===== src/rtl/stg_pkg.sv =====
package stg_pkg;

    // Angle constants in Q16.16 radians.
    localparam int ZW = 22;
    localparam logic signed [ZW-1:0] Q_PI      = 22'sd205887;
    localparam logic signed [ZW-1:0] Q_HALF_PI = 22'sd102944;
    localparam logic signed [ZW-1:0] Q_TWO_PI  = 22'sd411775;

    // CORDIC datapath widths and constants.
    localparam int CW = 45;
    localparam int VW = 36;
    localparam int CORDIC_STEPS = 16;
    localparam logic signed [CW-1:0] NORM_LIMIT = 45'sh100_0000_0000;
    localparam logic signed [CW-1:0] CORDIC_X0  = 45'sd652034048;
    localparam logic [16:0] ATAN_TAB [CORDIC_STEPS] = '{
        17'd51472, 17'd30386, 17'd16055, 17'd8150, 17'd4091, 17'd2047, 17'd1024, 17'd512,
        17'd256, 17'd128, 17'd64, 17'd32, 17'd16, 17'd8, 17'd4, 17'd2
    };

    // CORDIC operating modes.
    localparam logic CM_VEC = 1'b0;
    localparam logic CM_ROT = 1'b1;

    // Turn-rate sample grid, w_k = round((k - 20) * 65536 / 10).
    localparam int GRID_MAX    = 129;
    localparam int GRID_IW     = 8;
    localparam int GRID_OFFSET = 20;
    localparam int WW          = 21;
    typedef logic signed [WW-1:0] grid_tab_t [GRID_MAX];

    function automatic grid_tab_t grid_build();
        grid_tab_t t;
        longint    num;
        for (int k = 0; k < GRID_MAX; k++) begin
            num = longint'(k - GRID_OFFSET) * 65536;
            if (num >= 0) begin
                t[k] = WW'((num + 5) / 10);
            end else begin
                t[k] = WW'(-((-num + 5) / 10));
            end
        end
        return t;
    endfunction

    localparam grid_tab_t GRID_TAB = grid_build();

    // Register indexes.
    localparam logic [2:0] REG_GOAL_X     = 3'd0;
    localparam logic [2:0] REG_GOAL_Y     = 3'd1;
    localparam logic [2:0] REG_OBS_X      = 3'd2;
    localparam logic [2:0] REG_OBS_Y      = 3'd3;
    localparam logic [2:0] REG_MAX_SPEED  = 3'd4;
    localparam logic [2:0] REG_OBS_RADIUS = 3'd5;
    localparam logic [2:0] REG_HEAD_LIMIT = 3'd6;
    localparam logic [2:0] REG_ARRIVE_RAD = 3'd7;

    // Configuration seen by the datapath.
    typedef struct packed {
        logic signed [27:0] goal_x;
        logic signed [27:0] goal_y;
        logic signed [27:0] obs_x;
        logic signed [27:0] obs_y;
        logic [18:0]        max_speed;
        logic [20:0]        obs_radius;
        logic [17:0]        heading_limit;
        logic [20:0]        arrive_radius;
    } cfg_t;

endpackage


===== src/rtl/stg_isqrt.sv =====
module stg_isqrt
    import stg_pkg::*;
(
    input  logic        aclk,
    input  logic        aresetn,
    input  logic        start,
    input  logic [57:0] in_n,
    output logic        done,
    output logic [28:0] root
);

    localparam logic [1:0] Q_IDLE = 2'd0;
    localparam logic [1:0] Q_RUN  = 2'd1;
    localparam logic [1:0] Q_DONE = 2'd2;

    logic [1:0]  state_reg;
    logic [57:0] n_reg;
    logic [57:0] r_reg;
    logic [57:0] b_reg;
    logic [57:0] trial;

    assign trial = r_reg + b_reg;
    assign done  = (state_reg == Q_DONE);
    assign root  = r_reg[28:0];

    // One result bit per cycle, bit pairs from the top down.
    always_ff @(posedge aclk) begin
        if (!aresetn) begin
            state_reg <= Q_IDLE;
        end else begin
            unique case (state_reg)
                Q_IDLE: begin
                    if (start) begin
                        n_reg     <= in_n;
                        r_reg     <= '0;
                        b_reg     <= 58'd1 << 56;
                        state_reg <= Q_RUN;
                    end
                end
                Q_RUN: begin
                    if (n_reg >= trial) begin
                        n_reg <= n_reg - trial;
                        r_reg <= (r_reg >> 1) + b_reg;
                    end else begin
                        r_reg <= r_reg >> 1;
                    end
                    b_reg <= b_reg >> 2;
                    if (b_reg == 58'd1) begin
                        state_reg <= Q_DONE;
                    end
                end
                Q_DONE: state_reg <= Q_IDLE;
                default: state_reg <= Q_IDLE;
            endcase
        end
    end

endmodule


===== config.mk =====
export PLATFORM = sky130hd
export DESIGN_NAME = stg_isqrt
export DESIGN_NICKNAME = d
export VERILOG_FILES = /design/src/rtl/stg_pkg.sv /design/src/rtl/stg_isqrt.sv
export SDC_FILE = /design/constraint.sdc
export NUM_CORES = 1
export LEC_CHECK = 0
export BUFFER_PORTS_ARGS = -buffer_cell sky130_fd_sc_hd__buf_2
export CAP_MARGIN = 30
export CORE_MARGIN = 8
export CORE_UTILIZATION = 57
export DETAILED_ROUTE_END_ITERATION = 16
export HOLD_SLACK_MARGIN = 0.06
export MAX_ROUTING_LAYER = met4
export PLACE_DENSITY = 0.77
export SYNTH_ARGS = -nofsm -noshare
export SYNTH_HDL_FRONTEND = slang
export SYNTH_SLANG_ARGS = --single-unit

===== constraint.sdc =====
create_clock -name aclk -period 8.5 [get_ports aclk]
set_input_delay 0.425 -clock aclk [delete_from_list [all_inputs] [get_ports aclk]]
set_output_delay 0.425 -clock aclk [all_outputs]
set_load 0.01 [all_outputs]

==> run_summary.xml <==
<?xml version="1.0" encoding="UTF-8"?>
<metrics>
  <group name="grt">
    <metric name="grt_antenna_before_repair" unit="">0</metric>
    <metric name="global_route_wire_length_before_repair" unit="mm">56.2</metric>
    <metric name="first_global_vias" unit="">11500</metric>
    <metric name="grt_util_all_layers" unit="%">25.0</metric>
    <metric name="grt.overflow.total" unit="">0</metric>
    <metric name="grt_max_degree" unit="">92</metric>
  </group>
  <group name="worst_setup_path">
    <metric name="crit_required" unit="ns">8.56</metric>
    <metric name="crit_path_max_incr_delay" unit="ns">0.61</metric>
    <metric name="cpLargestDelayFamily" unit="">compound AO/OA/AOI/OAI gates</metric>
    <metric name="cp.arrival" unit="ns">7.30</metric>
    <metric name="rr_startpoint" unit="">r_reg[2]</metric>
    <metric name="timing_worst_setup_path_type" unit="">register to register</metric>
    <metric name="worstPathBufferInverterCount" unit="">2</metric>
    <metric name="critical_path.reg2reg.endpoint" unit="">n_reg[6]</metric>
    <metric name="crit_path_top_delay_cell" unit="">buf_4</metric>
    <metric name="reg2regPathDepth" unit="">23</metric>
    <metric name="reg_to_reg_slack_setup" unit="ns">1.26</metric>
    <metric name="cp_cell_sequence" unit="">ha_1 -&gt; a31o_2 -&gt; a31oi_1 -&gt; o21bai_1 -&gt; a21oi_1 -&gt; o21ai_1 -&gt; a21boi_0 -&gt; o21ai_0 -&gt; a21oi_1 -&gt; o21ai_0 -&gt; a31oi_1 -&gt; xor2_1 -&gt; ha_1 -&gt; and3_1 -&gt; nand2_1 -&gt; nor3_1 -&gt; nand4_1 -&gt; o41ai_1 -&gt; a31oi_1 -&gt; a21boi_4 -&gt; buf_4 -&gt; a21oi_4 -&gt; buf_4</metric>
    <metric name="timing.critical_path.fanout_max" unit="">58</metric>
    <metric name="critical_path.most_common_cell" unit="">a31oi_1</metric>
    <metric name="crit_path_depth" unit="">23</metric>
    <metric name="end_kind" unit="">register</metric>
    <metric name="worst_setup_path_start_kind" unit="">register</metric>
  </group>
  <group name="floorplan">
    <metric name="rows" unit="">55</metric>
    <metric name="die-area" unit="um2">28300</metric>
    <metric name="initial_core_util" unit="%">58.1</metric>
    <metric name="core_region_area" unit="um2">22700</metric>
    <metric name="ios" unit="">91</metric>
    <metric name="die_height" unit="um">168</metric>
    <metric name="floorplan_die_width" unit="um">168</metric>
  </group>
  <group name="power">
    <metric name="vdd.ir_drop.worst" unit="mV">0.115</metric>
    <metric name="static_leakage" unit="nW">5.64</metric>
    <metric name="power-per-cell-area" unit="nW/um2">208</metric>
  </group>
  <group name="clock_network">
    <metric name="cts_inserted_buffers" unit="">17</metric>
    <metric name="cts_tree" unit="">built</metric>
    <metric name="cts.repair_timing.setup_buffer_count" unit="">0</metric>
    <metric name="clk_transition_reported_paths" unit="ns">0.07</metric>
    <metric name="cts-root-buf" unit="">clkbuf_16</metric>
    <metric name="clock_insertion_delay_worst_skew" unit="ns">0.43</metric>
    <metric name="cts-htree-levels" unit="">4</metric>
    <metric name="cts_repair_resize_count" unit="">0</metric>
    <metric name="postCtsHoldBufs" unit="">0</metric>
    <metric name="clk_path_buf_depth" unit="">2</metric>
    <metric name="clkSinkCount" unit="">147</metric>
  </group>
  <group name="routing">
    <metric name="vias_after_detailed_routing" unit="">11600</metric>
    <metric name="antenna_violating_nets_post_route" unit="">0</metric>
    <metric name="vias_per_cell" unit="">6.29</metric>
    <metric name="drt_first_iter_violations" unit="">764</metric>
    <metric name="drc" unit="">0</metric>
    <metric name="post_drt_wl_per_cell" unit="um">19.0</metric>
    <metric name="aggregate_routed_wire_length" unit="mm">35.1</metric>
    <metric name="drt_pass_1_iters" unit="">6</metric>
  </group>
  <group name="yosys">
    <metric name="netlist.top_cell.by_area" unit="">edfxtp_1</metric>
    <metric name="synth-edff-count" unit="">145</metric>
    <metric name="synth_ff_type" unit="">edfxtp_1</metric>
    <metric name="synth_nets" unit="">1695</metric>
    <metric name="netlist_instances" unit="">1515</metric>
    <metric name="synth-seq-cells" unit="">147</metric>
    <metric name="synthDominantCellAreaShare" unit="%">33.0</metric>
    <metric name="synth-async-reset-ratio" unit="%">0</metric>
    <metric name="yosys.cell_count.top_type" unit="">nand2_1</metric>
    <metric name="post_synth.cell_area_avg" unit="um2">8.70</metric>
    <metric name="synth_seq_area_share" unit="%">33.3</metric>
    <metric name="synth_area" unit="um2">13200</metric>
    <metric name="synth.top_cells.by_area" unit="">edfxtp_1 (33%), ha_1 (11%), nand2_1 (5.4%), o21ai_0 (4.9%), xor2_1 (4.8%)</metric>
    <metric name="synth_cell_type_count" unit="">69</metric>
    <metric name="ys_warn_count" unit="">0</metric>
    <metric name="ys_top_cells_by_count" unit="">nand2_1 (188), edfxtp_1 (145), o21ai_0 (130), ha_1 (118), a21oi_1 (115)</metric>
  </group>
  <group name="finish">
    <metric name="postLayoutCellArea" unit="um2">14300</metric>
    <metric name="finalNetCount" unit="">1728</metric>
    <metric name="drive_above_1_share" unit="%">11.1</metric>
    <metric name="insertedDiodeCount" unit="">0</metric>
    <metric name="area_growth_syn_to_layout" unit="%">8.07</metric>
  </group>
  <group name="sta">
    <metric name="finalMaxSlewViolations" unit="">0</metric>
    <metric name="min_period_over_period" unit="%">85.2</metric>
    <metric name="achievable-frequency" unit="GHz">0.138</metric>
    <metric name="fin_skew" unit="ns">0.00698</metric>
    <metric name="grt_setup_unrepaired" unit="">no</metric>
    <metric name="slew_headroom" unit="%">37.6</metric>
    <metric name="totalNegativeSetupSlack" unit="ns">0</metric>
    <metric name="worstMarginPinSlew" unit="ns">0.937</metric>
    <metric name="period_needed" unit="ns">7.24</metric>
    <metric name="fin_worst_hold_slack" unit="ns">0.264</metric>
    <metric name="report.final.hold_viol_count" unit="">0</metric>
    <metric name="report.final.setup_viol" unit="">0</metric>
  </group>
  <group name="flow_run">
    <metric name="max-cap-violations" unit="">0</metric>
  </group>
  <group name="outcome">
    <metric name="outcome" unit="">finished clean</metric>
  </group>
  <group name="placed_design">
    <metric name="detailed_place_hpwl" unit="mm">25.8</metric>
    <metric name="place_area" unit="um2">13600</metric>
    <metric name="numPortBuffers" unit="">90</metric>
    <metric name="finalWeightedCongestion" unit="">0.956</metric>
  </group>
  <group name="min_path">
    <metric name="worst_hold_path.num_cells" unit="">3</metric>
    <metric name="hp-class" unit="">input port to register</metric>
    <metric name="holdPathEnd" unit="">n_reg[45]</metric>
    <metric name="min-delay-start" unit="">in_n[45]</metric>
  </group>
</metrics>
power by group:
group / internal (mW) / total, mW / switching (mW)
clock: 0.436 / 0.769 / 0.333
sequential: 0.897 / 0.974 / 0.0764
combinational: 0.489 / 1.23 / 0.739
total: 1.82 / 2.97 / 1.15
worst register-to-register path, cell delays in order, from the launching register on:
cell and delay [ns]:
edfxtp_1 0.48, ha_1 0.38, a31o_2 0.23, a31oi_1 0.25, o21bai_1 0.17, a21oi_1 0.43, o21ai_1 0.23, a21boi_0 0.41
o21ai_0 0.31, a21oi_1 0.42, o21ai_0 0.22, a31oi_1 0.24, xor2_1 0.10, ha_1 0.40, and3_1 0.24, nand2_1 0.13
nor3_1 0.24, nand4_1 0.12, o41ai_1 0.41, a31oi_1 0.11, a21boi_4 0.16, buf_4 0.30, a21oi_4 0.20, buf_4 0.61
layout by cell type (no fill, tap or decap), types with 17 or more instances in the layout:
master       n
a21o_1      37
or3_1       21
a31oi_1     51
nand4_1     28
o21ai_0    130
a21oi_1    114
nand3_1     24
ha_1       118
nor2b_1     19
clkbuf_16   17
and3_1      18
o21bai_1    26
buf_2       90
and2_1      40
nand2_1    188
xnor2_1     63
xor2_1      73
a211oi_1    25
inv_1       33
nor2_1     102
nor3_1      25
edfxtp_1   145
a31o_2      27
how the worst max path moves through the flow:
stage                         from   endpoint
after floorplan           r_reg[2]   n_reg[0]
after detailed placement  r_reg[2]  n_reg[13]
final                     r_reg[2]   n_reg[6]
after global placement    r_reg[2]  n_reg[12]
after CTS                 r_reg[2]   n_reg[1]
after global routing      r_reg[2]  r_reg[39]
final cells by class:
type	count	area (um2)
inverter	35	135
sequential	147	4390
multi-input combinational	1250	8260
clock buffer	18	429
clock inverter	14	153
fill	1962	8460
timing repair buffer	97	523
tap	285	357
through the flow:
| stage | setup slack [ns] | util (%) | total power, mW | instances |
|---|---|---|---|---|
| 6_report | 1.26 | 62.8 | 2.97 | 1846 |
| 5_1_grt | 0.822 | 62.8 | 3.14 | 1846 |
| 4_1_cts | 1.38 | 62.6 | 2.96 | 1845 |
| 3_5_place_dp | 1.51 | 60.1 | 2.19 | 1813 |
| 3_3_place_gp | 1.85 | 60.1 | 2.17 | 1813 |
| 2_1_floorplan | 0.319 | - | 1.91 | 1515 |
per-layer routing:
| metal | GRT usage, % | routed length, um |
|---|---|---|
| met3 | 3.77 | 1840 |
| met5 | - | 0 |
| met1 | 28.4 | 14800 |
| met4 | 10.8 | 1260 |
| met2 | 43.2 | 17100 |
kinds of logic after synthesis:
group	Yosys count	synth area share, %
simple gates	502	18.1
compound gates	491	23.8
flops	147	33.3
xor+xnor	136	9.03
fa+ha+maj	119	11.3
buf+inv	118	4.23
mux	2	0.171
Power figures use the tool's default switching activity.
