`config.mk`:
```
export PLATFORM = sky130hd
export DESIGN_NAME = stg_regs
export DESIGN_NICKNAME = d
export VERILOG_FILES = /design/src/rtl/stg_pkg.sv /design/src/rtl/stg_regs.sv
export SDC_FILE = /design/constraint.sdc
export NUM_CORES = 1
export LEC_CHECK = 0
export BUFFER_PORTS_ARGS = -buffer_cell sky130_fd_sc_hd__clkbuf_2
export CAP_MARGIN = 25
export CORE_ASPECT_RATIO = 0.5
export CORE_MARGIN = 2
export CORE_UTILIZATION = 47
export DETAILED_ROUTE_END_ITERATION = 6
export PLACE_DENSITY_LB_ADDON = 0.15
export SLEW_MARGIN = 20
export SYNTH_ARGS = -nofsm -noshare
export SYNTH_HDL_FRONTEND = slang
export SYNTH_SLANG_ARGS = --single-unit
```
`constraint.sdc`:
```
create_clock -name aclk -period 1.4 [get_ports aclk]
set_clock_uncertainty 0.15 [all_clocks]
set_input_delay 0.07 -clock aclk [delete_from_list [all_inputs] [get_ports aclk]]
set_output_delay 0.07 -clock aclk [all_outputs]
set_load 0.03 [all_outputs]
```
`src/rtl/stg_pkg.sv`:
```
package stg_pkg;

    // Angle constants in Q16.16 radians.
    localparam int ZW = 22;
    localparam logic signed [ZW-1:0] Q_PI      = 22'sd205887;
    localparam logic signed [ZW-1:0] Q_HALF_PI = 22'sd102944;
    localparam logic signed [ZW-1:0] Q_TWO_PI  = 22'sd411775;

    // CORDIC datapath widths and constants.
    localparam int CW = 45;
    localparam int VW = 36;
    localparam int CORDIC_STEPS = 16;
    localparam logic signed [CW-1:0] NORM_LIMIT = 45'sh100_0000_0000;
    localparam logic signed [CW-1:0] CORDIC_X0  = 45'sd652034048;
    localparam logic [16:0] ATAN_TAB [CORDIC_STEPS] = '{
        17'd51472, 17'd30386, 17'd16055, 17'd8150, 17'd4091, 17'd2047, 17'd1024, 17'd512,
        17'd256, 17'd128, 17'd64, 17'd32, 17'd16, 17'd8, 17'd4, 17'd2
    };

    // CORDIC operating modes.
    localparam logic CM_VEC = 1'b0;
    localparam logic CM_ROT = 1'b1;

    // Turn-rate sample grid, w_k = round((k - 20) * 65536 / 10).
    localparam int GRID_MAX    = 129;
    localparam int GRID_IW     = 8;
    localparam int GRID_OFFSET = 20;
    localparam int WW          = 21;
    typedef logic signed [WW-1:0] grid_tab_t [GRID_MAX];

    function automatic grid_tab_t grid_build();
        grid_tab_t t;
        longint    num;
        for (int k = 0; k < GRID_MAX; k++) begin
            num = longint'(k - GRID_OFFSET) * 65536;
            if (num >= 0) begin
                t[k] = WW'((num + 5) / 10);
            end else begin
                t[k] = WW'(-((-num + 5) / 10));
            end
        end
        return t;
    endfunction

    localparam grid_tab_t GRID_TAB = grid_build();

    // Register indexes.
    localparam logic [2:0] REG_GOAL_X     = 3'd0;
    localparam logic [2:0] REG_GOAL_Y     = 3'd1;
    localparam logic [2:0] REG_OBS_X      = 3'd2;
    localparam logic [2:0] REG_OBS_Y      = 3'd3;
    localparam logic [2:0] REG_MAX_SPEED  = 3'd4;
    localparam logic [2:0] REG_OBS_RADIUS = 3'd5;
    localparam logic [2:0] REG_HEAD_LIMIT = 3'd6;
    localparam logic [2:0] REG_ARRIVE_RAD = 3'd7;

    // Configuration seen by the datapath.
    typedef struct packed {
        logic signed [27:0] goal_x;
        logic signed [27:0] goal_y;
        logic signed [27:0] obs_x;
        logic signed [27:0] obs_y;
        logic [18:0]        max_speed;
        logic [20:0]        obs_radius;
        logic [17:0]        heading_limit;
        logic [20:0]        arrive_radius;
    } cfg_t;

endpackage

```
`src/rtl/stg_regs.sv`:
```
module stg_regs
    import stg_pkg::*;
(
    input  logic        aclk,
    input  logic        aresetn,
    input  logic        psel,
    input  logic        penable,
    input  logic        pwrite,
    input  logic [4:0]  paddr,
    input  logic [31:0] pwdata,
    output logic [31:0] prdata,
    output logic        pready,
    input  logic        disarm,
    output cfg_t        cfg,
    output logic        armed
);

    cfg_t cfg_reg;
    logic armed_reg;
    logic wr_en;

    assign wr_en  = psel & penable & pwrite;
    assign pready = 1'b1;
    assign cfg    = cfg_reg;
    assign armed  = armed_reg;

    // Register writes; a goal write arms the block, arrival disarms it.
    always_ff @(posedge aclk) begin
        if (!aresetn) begin
            cfg_reg.goal_x        <= '0;
            cfg_reg.goal_y        <= '0;
            cfg_reg.obs_x         <= -28'sd6553600;
            cfg_reg.obs_y         <= -28'sd6553600;
            cfg_reg.max_speed     <= 19'd32768;
            cfg_reg.obs_radius    <= 21'd65536;
            cfg_reg.heading_limit <= 18'd32768;
            cfg_reg.arrive_radius <= 21'd6554;
            armed_reg             <= 1'b0;
        end else begin
            if (disarm) begin
                armed_reg <= 1'b0;
            end
            if (wr_en) begin
                unique case (paddr[4:2])
                    REG_GOAL_X: begin
                        cfg_reg.goal_x <= pwdata[27:0];
                        armed_reg      <= 1'b1;
                    end
                    REG_GOAL_Y: begin
                        cfg_reg.goal_y <= pwdata[27:0];
                        armed_reg      <= 1'b1;
                    end
                    REG_OBS_X:      cfg_reg.obs_x         <= pwdata[27:0];
                    REG_OBS_Y:      cfg_reg.obs_y         <= pwdata[27:0];
                    REG_MAX_SPEED:  cfg_reg.max_speed     <= pwdata[18:0];
                    REG_OBS_RADIUS: cfg_reg.obs_radius    <= pwdata[20:0];
                    REG_HEAD_LIMIT: cfg_reg.heading_limit <= pwdata[17:0];
                    REG_ARRIVE_RAD: cfg_reg.arrive_radius <= pwdata[20:0];
                endcase
            end
        end
    end

    // Read mux.
    always_comb begin
        unique case (paddr[4:2])
            REG_GOAL_X:     prdata = 32'(cfg_reg.goal_x);
            REG_GOAL_Y:     prdata = 32'(cfg_reg.goal_y);
            REG_OBS_X:      prdata = 32'(cfg_reg.obs_x);
            REG_OBS_Y:      prdata = 32'(cfg_reg.obs_y);
            REG_MAX_SPEED:  prdata = 32'(cfg_reg.max_speed);
            REG_OBS_RADIUS: prdata = 32'(cfg_reg.obs_radius);
            REG_HEAD_LIMIT: prdata = 32'(cfg_reg.heading_limit);
            REG_ARRIVE_RAD: prdata = 32'(cfg_reg.arrive_radius);
        endcase
    end

endmodule

```
==> metrics.json, run 1 <==
{
  "status": {"value": "finished with violations"},
  "total_power": {"value": 12.2, "unit": "mW"},
  "critPathBufInv": {"value": 1},
  "detailedPlacementHpwl": {"value": 23300, "unit": "µm"},
  "final_layout_size_suffix_gt1_share": {"value": 45.9, "unit": "%"},
  "core_area": {"value": 18400, "unit": "µm²"},
  "hold_path_class": {"value": "in2reg"},
  "route.antenna.remaining_nets": {"value": 0},
  "cts.path.max_buffers": {"value": 2},
  "worstMarginPinSlew": {"value": 0.736, "unit": "ns"},
  "period_needed": {"value": 1.86, "unit": "ns"},
  "cp_max_fo": {"value": 2},
  "worst_r2r_path_depth": {"value": 4},
  "vias_in_the_first_global_route": {"value": 9214},
  "ys_seq_elements": {"value": 192},
  "die_y": {"value": 101, "unit": "µm"},
  "endpoint_kind": {"value": "output pin"},
  "worstSetupPathType": {"value": "reg2out"},
  "cts_tree": {"value": "yes"},
  "p_leak": {"value": 5.62, "unit": "nW"},
  "post_synth_most_frequent_cells": {"value": "sky130_fd_sc_hd__nand2_1 (386), sky130_fd_sc_hd__dfxtp_1 (192), sky130_fd_sc_hd__a21boi_0 (101)"},
  "critPathCapture": {"value": "prdata[19]"},
  "setup_ws": {"value": -0.458, "unit": "ns"},
  "hold-worst-slack": {"value": 0.118, "unit": "ns"},
  "worstPathArrival": {"value": 1.64, "unit": "ns"},
  "synthesis.instances": {"value": 1081},
  "hold_path_startpoint": {"value": "paddr[4]"},
  "dr_total_vias": {"value": 9520},
  "final-max-slew-violation-count": {"value": 0},
  "clockPowerShare": {"value": 41.2, "unit": "%"},
  "number_of_antenna_violations_at_the_first_check_in_global_routing": {"value": 0},
  "synth.top_cells.by_area": {"value": "sky130_fd_sc_hd__dfxtp_1 (43%), sky130_fd_sc_hd__nand2_1 (16%), sky130_fd_sc_hd__a21boi_0 (8.6%)"},
  "worst_slew_margin_rel": {"value": 50.8, "unit": "%"},
  "clock_sink_count": {"value": 192},
  "io-pin-count": {"value": 268},
  "synth_top_flop_cell": {"value": "sky130_fd_sc_hd__dfxtp_1"},
  "grt_start_max_net_pins": {"value": 118},
  "critPathLaunch": {"value": "cfg[19]$_SDFFE_PN0P_"},
  "average_wire_per_cell_in_the_routed_design": {"value": 20.2, "unit": "µm"},
  "syn_nets": {"value": 1124},
  "clock_root_cell": {"value": "sky130_fd_sc_hd__clkbuf_16"},
  "n_fill_cell": {"value": 1443},
  "cts.htree.levels": {"value": 4},
  "grt_setup_unrepaired": {"value": "yes"},
  "grt_overflow_total": {"value": 0},
  "drt_iter0_markers": {"value": 615},
  "largest_reg_flops": {"value": 191},
  "fp.dieArea": {"value": 20000, "unit": "µm²"},
  "drv.max_cap_violation_count": {"value": 0},
  "post_layout_nonfiller_instances": {"value": 1723},
  "placement.io_buffers": {"value": 260},
  "power.share.sequential": {"value": 45.5, "unit": "%"},
  "drt-total-wl": {"value": 34900, "unit": "µm"},
  "pwr-share-comb": {"value": 13.4, "unit": "%"},
  "achievable-frequency": {"value": 0.538, "unit": "GHz"},
  "irDropWorstVdd": {"value": 0.000796, "unit": "V"},
  "synthToLayoutAreaGrowth": {"value": 51.0, "unit": "%"},
  "synth-warning-count": {"value": 0},
  "synth-seq-area-share": {"value": 43.4, "unit": "%"},
  "floorplan.initialDensity": {"value": 48.0, "unit": "%"},
  "regToRegEndpoint": {"value": "cfg[75]$_SDFFE_PN1P_"},
  "drc": {"value": 0},
  "sum_neg_setup_slack": {"value": -10.78, "unit": "ns"},
  "synth_top_cell_area_share": {"value": 43.4, "unit": "%"},
  "synthMostInstantiatedCell": {"value": "sky130_fd_sc_hd__nand2_1"},
  "final.period_utilization": {"value": 133, "unit": "%"},
  "synth-async-reset-ratio": {"value": 0, "unit": "%"},
  "synthesis.area": {"value": 8850, "unit": "µm²"},
  "cell_family_with_most_cp_delay": {"value": "multiplexers"},
  "synth-edff-count": {"value": 0},
  "diodes": {"value": 0},
  "die_w": {"value": 198, "unit": "µm"},
  "cts_inserted_buffers": {"value": 17},
  "timing.final.setup_violations": {"value": 34},
  "violated_checks": {"value": "negative setup slack"},
  "switching_power": {"value": 3.19, "unit": "mW"},
  "switching_power_as_a_share_of_total_power": {"value": 26.2, "unit": "%"},
  "r2r_start": {"value": "cfg[75]$_SDFFE_PN1P_"},
  "firstDrtPassIters": {"value": 5},
  "globalRouteTotalUtil": {"value": 34.6, "unit": "%"},
  "cp_data_required_time": {"value": 1.18, "unit": "ns"},
  "startpoint_class_of_the_critical_path": {"value": "register"},
  "clk_latency": {"value": 0.43, "unit": "ns"},
  "synth_area_per_cell": {"value": 8.19, "unit": "µm²"},
  "worst_path_largest_cell_delay": {"value": 0.47, "unit": "ns"},
  "crit_cells": {"value": 3},
  "slowest_stage": {"value": "sky130_fd_sc_hd__mux4_2"},
  "power_density": {"value": 910, "unit": "nW/µm²"},
  "p_int": {"value": 8.98, "unit": "mW"},
  "ff2ff_setup_slack": {"value": 0.38, "unit": "ns"},
  "num_rows": {"value": 35},
  "layout.nets": {"value": 1495},
  "grt_pass1_wl": {"value": 52100, "unit": "µm"},
  "critical_path.cell_chain": {"value": "mux4_2 -> a22o_4 -> buf_8"},
  "via_per_instance_ratio": {"value": 5.53},
  "placedCellCount": {"value": 1620},
  "synth_largest_area_cell": {"value": "sky130_fd_sc_hd__dfxtp_1"},
  "clk_pin_slew_worst_paths": {"value": 0.07, "unit": "ns"},
  "gp_congestion": {"value": 0.889},
  "final-hold-violation-count": {"value": 0},
  "synthDistinctLibCells": {"value": 44}
}
through the flow:
step           utilization (%)  setup slack (ns)  cell area, µm²
2_1_floorplan                -           -0.0355            9080
5_1_grt                   72.5            -0.500           13400
3_3_place_gp              61.4            -0.474           11300
4_1_cts                   71.4            -0.474           13200
3_5_place_dp              61.4            -0.480           11300
6_report                  72.5            -0.458           13400
layout make-up:
class / instances / area [µm²] / share of cell area [%]
Clock buffer: 20 / 467 / 3.49
Clock inverter: 11 / 130 / 0.973
Tap cell: 259 / 324 / 2.42
Sequential cell: 192 / 3990 / 29.8
Inverter: 19 / 71.3 / 0.533
Multi-Input combinational cell: 768 / 4940 / 36.9
Timing Repair Buffer: 454 / 3450 / 25.8
layout by cell type, fill, tap and decap left out, drive strengths merged, types with 3 or more instances in the layout:
| cell | n |
|---|---|
| dfxtp | 192 |
| mux4 | 8 |
| nor2b | 5 |
| a22o | 4 |
| mux2i | 37 |
| inv | 20 |
| and2 | 8 |
| or2 | 6 |
| o22ai | 4 |
| nand2b | 5 |
| a221oi | 29 |
| nor3 | 3 |
| clkinv | 7 |
| clkbuf | 252 |
| buf | 192 |
| dlygate4sd3 | 30 |
| nand2 | 386 |
| a21boi | 165 |
| o2bb2ai | 16 |
| nand3 | 25 |
| nor2 | 45 |
per-layer routing:
metal,track usage [%],part of all wire (%),vias up
li1,-,-,4347
met1,44.7,43,4605
met2,56.4,47,495
met3,7.90,8.5,73
met4,13.8,2.2,0
met5,0,0,-
cells by family after synthesis:
family                 share of synthesized area (%)
multiplexers                                    6.47
AO/OA/AOI/OAI                                   20.3
AND/OR/NAND/NOR                                 22.7
buffers and inverters                           7.11
other                                         0.0424
flip-flops                                      43.4
power by group through the flow:
stage	sequential, mW	clock [mW]	combinational, mW
after global routing	5.54	5.28	1.70
after CTS	5.54	5.05	1.55
after global placement	5.66	0	1.28
after detailed placement	5.66	0	1.29
final	5.53	5.01	1.63
after floorplan	5.75	0	0.749
tightest hold or removal path, cell delays in order:
cell,delay [ns]
sky130_fd_sc_hd__clkbuf_2,0.12
sky130_fd_sc_hd__buf_4,0.23
sky130_fd_sc_hd__o22ai_1,0.12
sky130_fd_sc_hd__and2_1,0.13
timing repair:
action,in CTS,in global routing
endpoints found under the setup margin,32,34
hold endpoints to repair,192,0
resized for setup,171,63
pin swaps,54,28
hold buffers,30,0
buffers inserted,37,6
how the worst min path moves through the flow:
stage | to | slack [ns] | depth (start not counted)
after floorplan | cfg[106]$_SDFFE_PN1P_ | 0.04 | 2
after global placement | cfg[105]$_SDFFE_PN1P_ | 0.18 | 3
after detailed placement | cfg[106]$_SDFFE_PN1P_ | 0.19 | 3
after CTS | armed$_SDFF_PN0_ | 0.1 | 4
after global routing | armed$_SDFF_PN0_ | 0.14 | 4
final | armed$_SDFF_PN0_ | 0.12 | 4
Note: power is estimated with default switching activity, not from simulation.
==> inputs of run 2 (changes only) <==
- CORE_MARGIN: 2 -> unset
==> metrics.json, run 2 (same netlist as run 1, synthesis figures left out) <==
{
  "grt_start_max_net_pins": {"value": 118, "change": "unchanged"},
  "timing.final.setup_violations": {"value": 32, "change": "-5.9%"},
  "diodes": {"value": 0, "change": "unchanged"},
  "power_density": {"value": 894, "unit": "nW/µm²", "change": "-1.8%"},
  "dp_slack": {"value": -0.488, "unit": "ns", "change": "-0.00831 ns"},
  "clock_root_cell": {"value": "sky130_fd_sc_hd__clkbuf_16"},
  "cp_max_fo": {"value": 2, "change": "unchanged"},
  "dr_total_vias": {"value": 9471, "change": "-0.51%"},
  "drt_iter0_markers": {"value": 578, "change": "-6.0%"},
  "worstMarginPinSlew": {"value": 0.686, "unit": "ns", "change": "-0.0506 ns"},
  "fp.dieArea": {"value": 19400, "unit": "µm²", "change": "-3.0%"},
  "floorplan.initialDensity": {"value": 48.0, "unit": "%", "change": "unchanged"},
  "sum_neg_setup_slack": {"value": -10.43, "unit": "ns", "change": "+0.355 ns"},
  "globalRouteTotalUtil": {"value": 34.2, "unit": "%", "change": "-0.41 points"},
  "worst_r2r_path_depth": {"value": 4, "change": "unchanged"},
  "regToRegEndpoint": {"value": "cfg[41]$_SDFFE_PN0P_"},
  "worst_path_largest_cell_delay": {"value": 0.35, "unit": "ns", "change": "-0.12 ns"},
  "critPathBufInv": {"value": 1, "change": "unchanged"},
  "grt_pass1_wl": {"value": 50600, "unit": "µm", "change": "-2.7%"},
  "gp_congestion": {"value": 0.854, "change": "-3.9%"},
  "cts.htree.levels": {"value": 4, "change": "unchanged"},
  "startpoint_class_of_the_critical_path": {"value": "register"},
  "clock_sink_count": {"value": 192, "change": "unchanged"},
  "r2r_start": {"value": "cfg[41]$_SDFFE_PN0P_"},
  "status": {"value": "finished with violations"},
  "achievable-frequency": {"value": 0.536, "unit": "GHz", "change": "-0.31%"},
  "final-max-slew-violation-count": {"value": 0, "change": "unchanged"},
  "final-hold-violation-count": {"value": 0, "change": "unchanged"},
  "average_wire_per_cell_in_the_routed_design": {"value": 19.4, "unit": "µm", "change": "-4.2%"},
  "firstDrtPassIters": {"value": 5, "change": "unchanged"},
  "period_needed": {"value": 1.86, "unit": "ns", "change": "+0.00574 ns"},
  "via_per_instance_ratio": {"value": 5.45, "change": "-1.3%"},
  "grt_overflow_total": {"value": 0, "change": "unchanged"},
  "area_used_by_sequential_logic_in_the_layout": {"value": 3970, "unit": "µm²", "change": "-0.31%"},
  "cts_inserted_buffers": {"value": 17, "change": "unchanged"},
  "fin_util": {"value": 72.1, "unit": "%", "change": "-0.41 points"},
  "drv.max_cap_violation_count": {"value": 0, "change": "unchanged"},
  "drt-total-wl": {"value": 33700, "unit": "µm", "change": "-3.5%"},
  "worst_slew_margin_rel": {"value": 54.2, "unit": "%", "change": "+3.4 points"},
  "critPathLaunch": {"value": "cfg[110]$_SDFFE_PN0P_"},
  "most-common-layout-cells": {"value": "sky130_fd_sc_hd__nand2_1 (385), sky130_fd_sc_hd__clkbuf_2 (221), sky130_fd_sc_hd__buf_4 (161), sky130_fd_sc_hd__a21boi_0 (101), sky130_fd_sc_hd__dfxtp_2 (101)"},
  "worstSetupPathType": {"value": "reg2out"},
  "placed_area": {"value": 11400, "unit": "µm²", "change": "+0.29%"},
  "critical_path.cell_chain": {"value": "nand2b_4 -> a22o_1 -> a221oi_4 -> nor2_4 -> buf_8"},
  "final.period_utilization": {"value": 133, "unit": "%", "change": "+0.41 points"},
  "placement.io_buffers": {"value": 260, "change": "unchanged"},
  "clk_pin_slew_worst_paths": {"value": 0.07, "unit": "ns", "change": "about the same"},
  "die_y": {"value": 99.1, "unit": "µm", "change": "-2.0%"},
  "setup_ws": {"value": -0.464, "unit": "ns", "change": "-0.00574 ns"},
  "cp_data_required_time": {"value": 1.18, "unit": "ns", "change": "about the same"},
  "die_w": {"value": 196, "unit": "µm", "change": "-1.0%"},
  "largest_reg_flops": {"value": 191, "change": "unchanged"},
  "synthToLayoutAreaGrowth": {"value": 50.2, "unit": "%"},
  "vias_in_the_first_global_route": {"value": 9100, "change": "-1.2%"},
  "detailedPlacementHpwl": {"value": 22800, "unit": "µm", "change": "-2.1%"},
  "multi_input_area": {"value": 4900, "unit": "µm²", "change": "-0.76%"},
  "layout.nets": {"value": 1508, "change": "+0.87%"},
  "irDropWorstVdd": {"value": 0.000908, "unit": "V", "change": "+14%"},
  "grt_setup_unrepaired": {"value": "yes"},
  "critPathCapture": {"value": "prdata[3]"},
  "number_of_antenna_violations_at_the_first_check_in_global_routing": {"value": 0, "change": "unchanged"},
  "drc": {"value": 0, "change": "unchanged"},
  "route.antenna.remaining_nets": {"value": 0, "change": "unchanged"},
  "finish.instance_area": {"value": 13300, "unit": "µm²", "change": "-0.57%"},
  "final_layout_size_suffix_gt1_share": {"value": 45.9, "unit": "%", "change": "about the same"},
  "num_rows": {"value": 35, "change": "unchanged"},
  "endpoint_kind": {"value": "output pin"},
  "clk_latency": {"value": 0.42, "unit": "ns", "change": "about the same"},
  "cell_family_with_most_cp_delay": {"value": "compound AO/OA/AOI/OAI gates"},
  "n_fill_cell": {"value": 1424, "change": "-1.3%"},
  "slowest_stage": {"value": "sky130_fd_sc_hd__a221oi_4"},
  "worstPathArrival": {"value": 1.64, "unit": "ns", "change": "about the same"},
  "mostFrequentLayoutCell": {"value": "sky130_fd_sc_hd__nand2_1"},
  "io-pin-count": {"value": 268, "change": "unchanged"},
  "crit_cells": {"value": 5, "change": "+2"},
  "cts_tree": {"value": "yes"},
  "violated_checks": {"value": "negative setup slack"},
  "cts.path.max_buffers": {"value": 2, "change": "unchanged"},
  "hold_path_class": {"value": "in2reg"},
  "p_leak": {"value": 5.64, "unit": "nW", "change": "+0.40%"},
  "ff2ff_setup_slack": {"value": 0.43, "unit": "ns", "change": "+0.05 ns"},
  "core_area": {"value": 18400, "unit": "µm²", "change": "unchanged"}
}
-- run 2: cell count changes in the layout (fill, tap and decap cells not counted), moves of 3 or more --
cell,before,now
sky130_fd_sc_hd__dfxtp_4,4,1
sky130_fd_sc_hd__dfxtp_1,86,90
sky130_fd_sc_hd__mux2i_1,25,28
sky130_fd_sc_hd__buf_4,142,161
sky130_fd_sc_hd__buf_12,23,16
sky130_fd_sc_hd__buf_6,1,4
-- run 2: repair_timing --
action | CTS | global route
setup endpoints to repair | 32 | 34
gates resized for setup | 167 | 55
pin swaps | 42 | 23
hold endpoints to repair | 192 | 0
cloned | 0 | 0
hold buffers | 30 | 0
setup buffers | 33 | 7
-- run 2: worst reg2reg max path: stages (launching register included) --
cell and delay, ns:
sky130_fd_sc_hd__dfxtp_2 0.35, sky130_fd_sc_hd__buf_4 0.11, sky130_fd_sc_hd__buf_4 0.09, sky130_fd_sc_hd__nand2_1 0.04, sky130_fd_sc_hd__a21boi_0 0.15
-- run 2: worst min path at each step --
stage          slack (ns)       start  cells after the start                    end
2_1_floorplan        0.04  pwdata[27]                      2  cfg[106]$_SDFFE_PN1P_
3_3_place_gp         0.19  pwdata[26]                      3  cfg[133]$_SDFFE_PN1P_
3_5_place_dp         0.19  pwdata[25]                      3  cfg[104]$_SDFFE_PN1P_
4_1_cts              0.05     penable                      4       armed$_SDFF_PN0_
5_1_grt              0.08     penable                      4       armed$_SDFF_PN0_
6_report             0.06     penable                      4       armed$_SDFF_PN0_
-- run 2: report_power, final --
| group | internal, mW | switching (mW) | total (mW) |
|---|---|---|---|
| logic | 0.683 | 0.915 | 1.60 |
| registers | 5.50 | 0.0341 | 5.54 |
| clock network | 2.57 | 2.19 | 4.75 |
| total | 8.75 | 3.14 | 11.9 |
-- run 2: area by class of cell --
class	instances	share of cell area (%)
Multi-Input combinational cell	768	36.9
Sequential cell	192	29.9
Timing Repair Buffer	467	26.0
Clock buffer	20	3.43
Tap cell	259	2.44
Clock inverter	12	0.809
Inverter	19	0.536
-- run 2: metrics by stage --
stage | cells | total power [mW] | hold slack [ns]
2_1_floorplan | 1081 | 6.49 | 0.0434
3_3_place_gp | 1636 | 6.93 | 0.186
3_5_place_dp | 1636 | 6.94 | 0.190
4_1_cts | 1731 | 11.9 | 0.0545
5_1_grt | 1737 | 12.3 | 0.0809
6_report | 1737 | 11.9 | 0.0563
-- run 2: per-layer routing --
metal / vias up / track usage [%] / part of all wire, %
met3: 56 / 6.50 / 7.9
met2: 447 / 57.0 / 48
met5: - / 0 / 0
met4: 0 / 12.3 / 2.1
met1: 4605 / 44.4 / 42
li1: 4363 / - / -
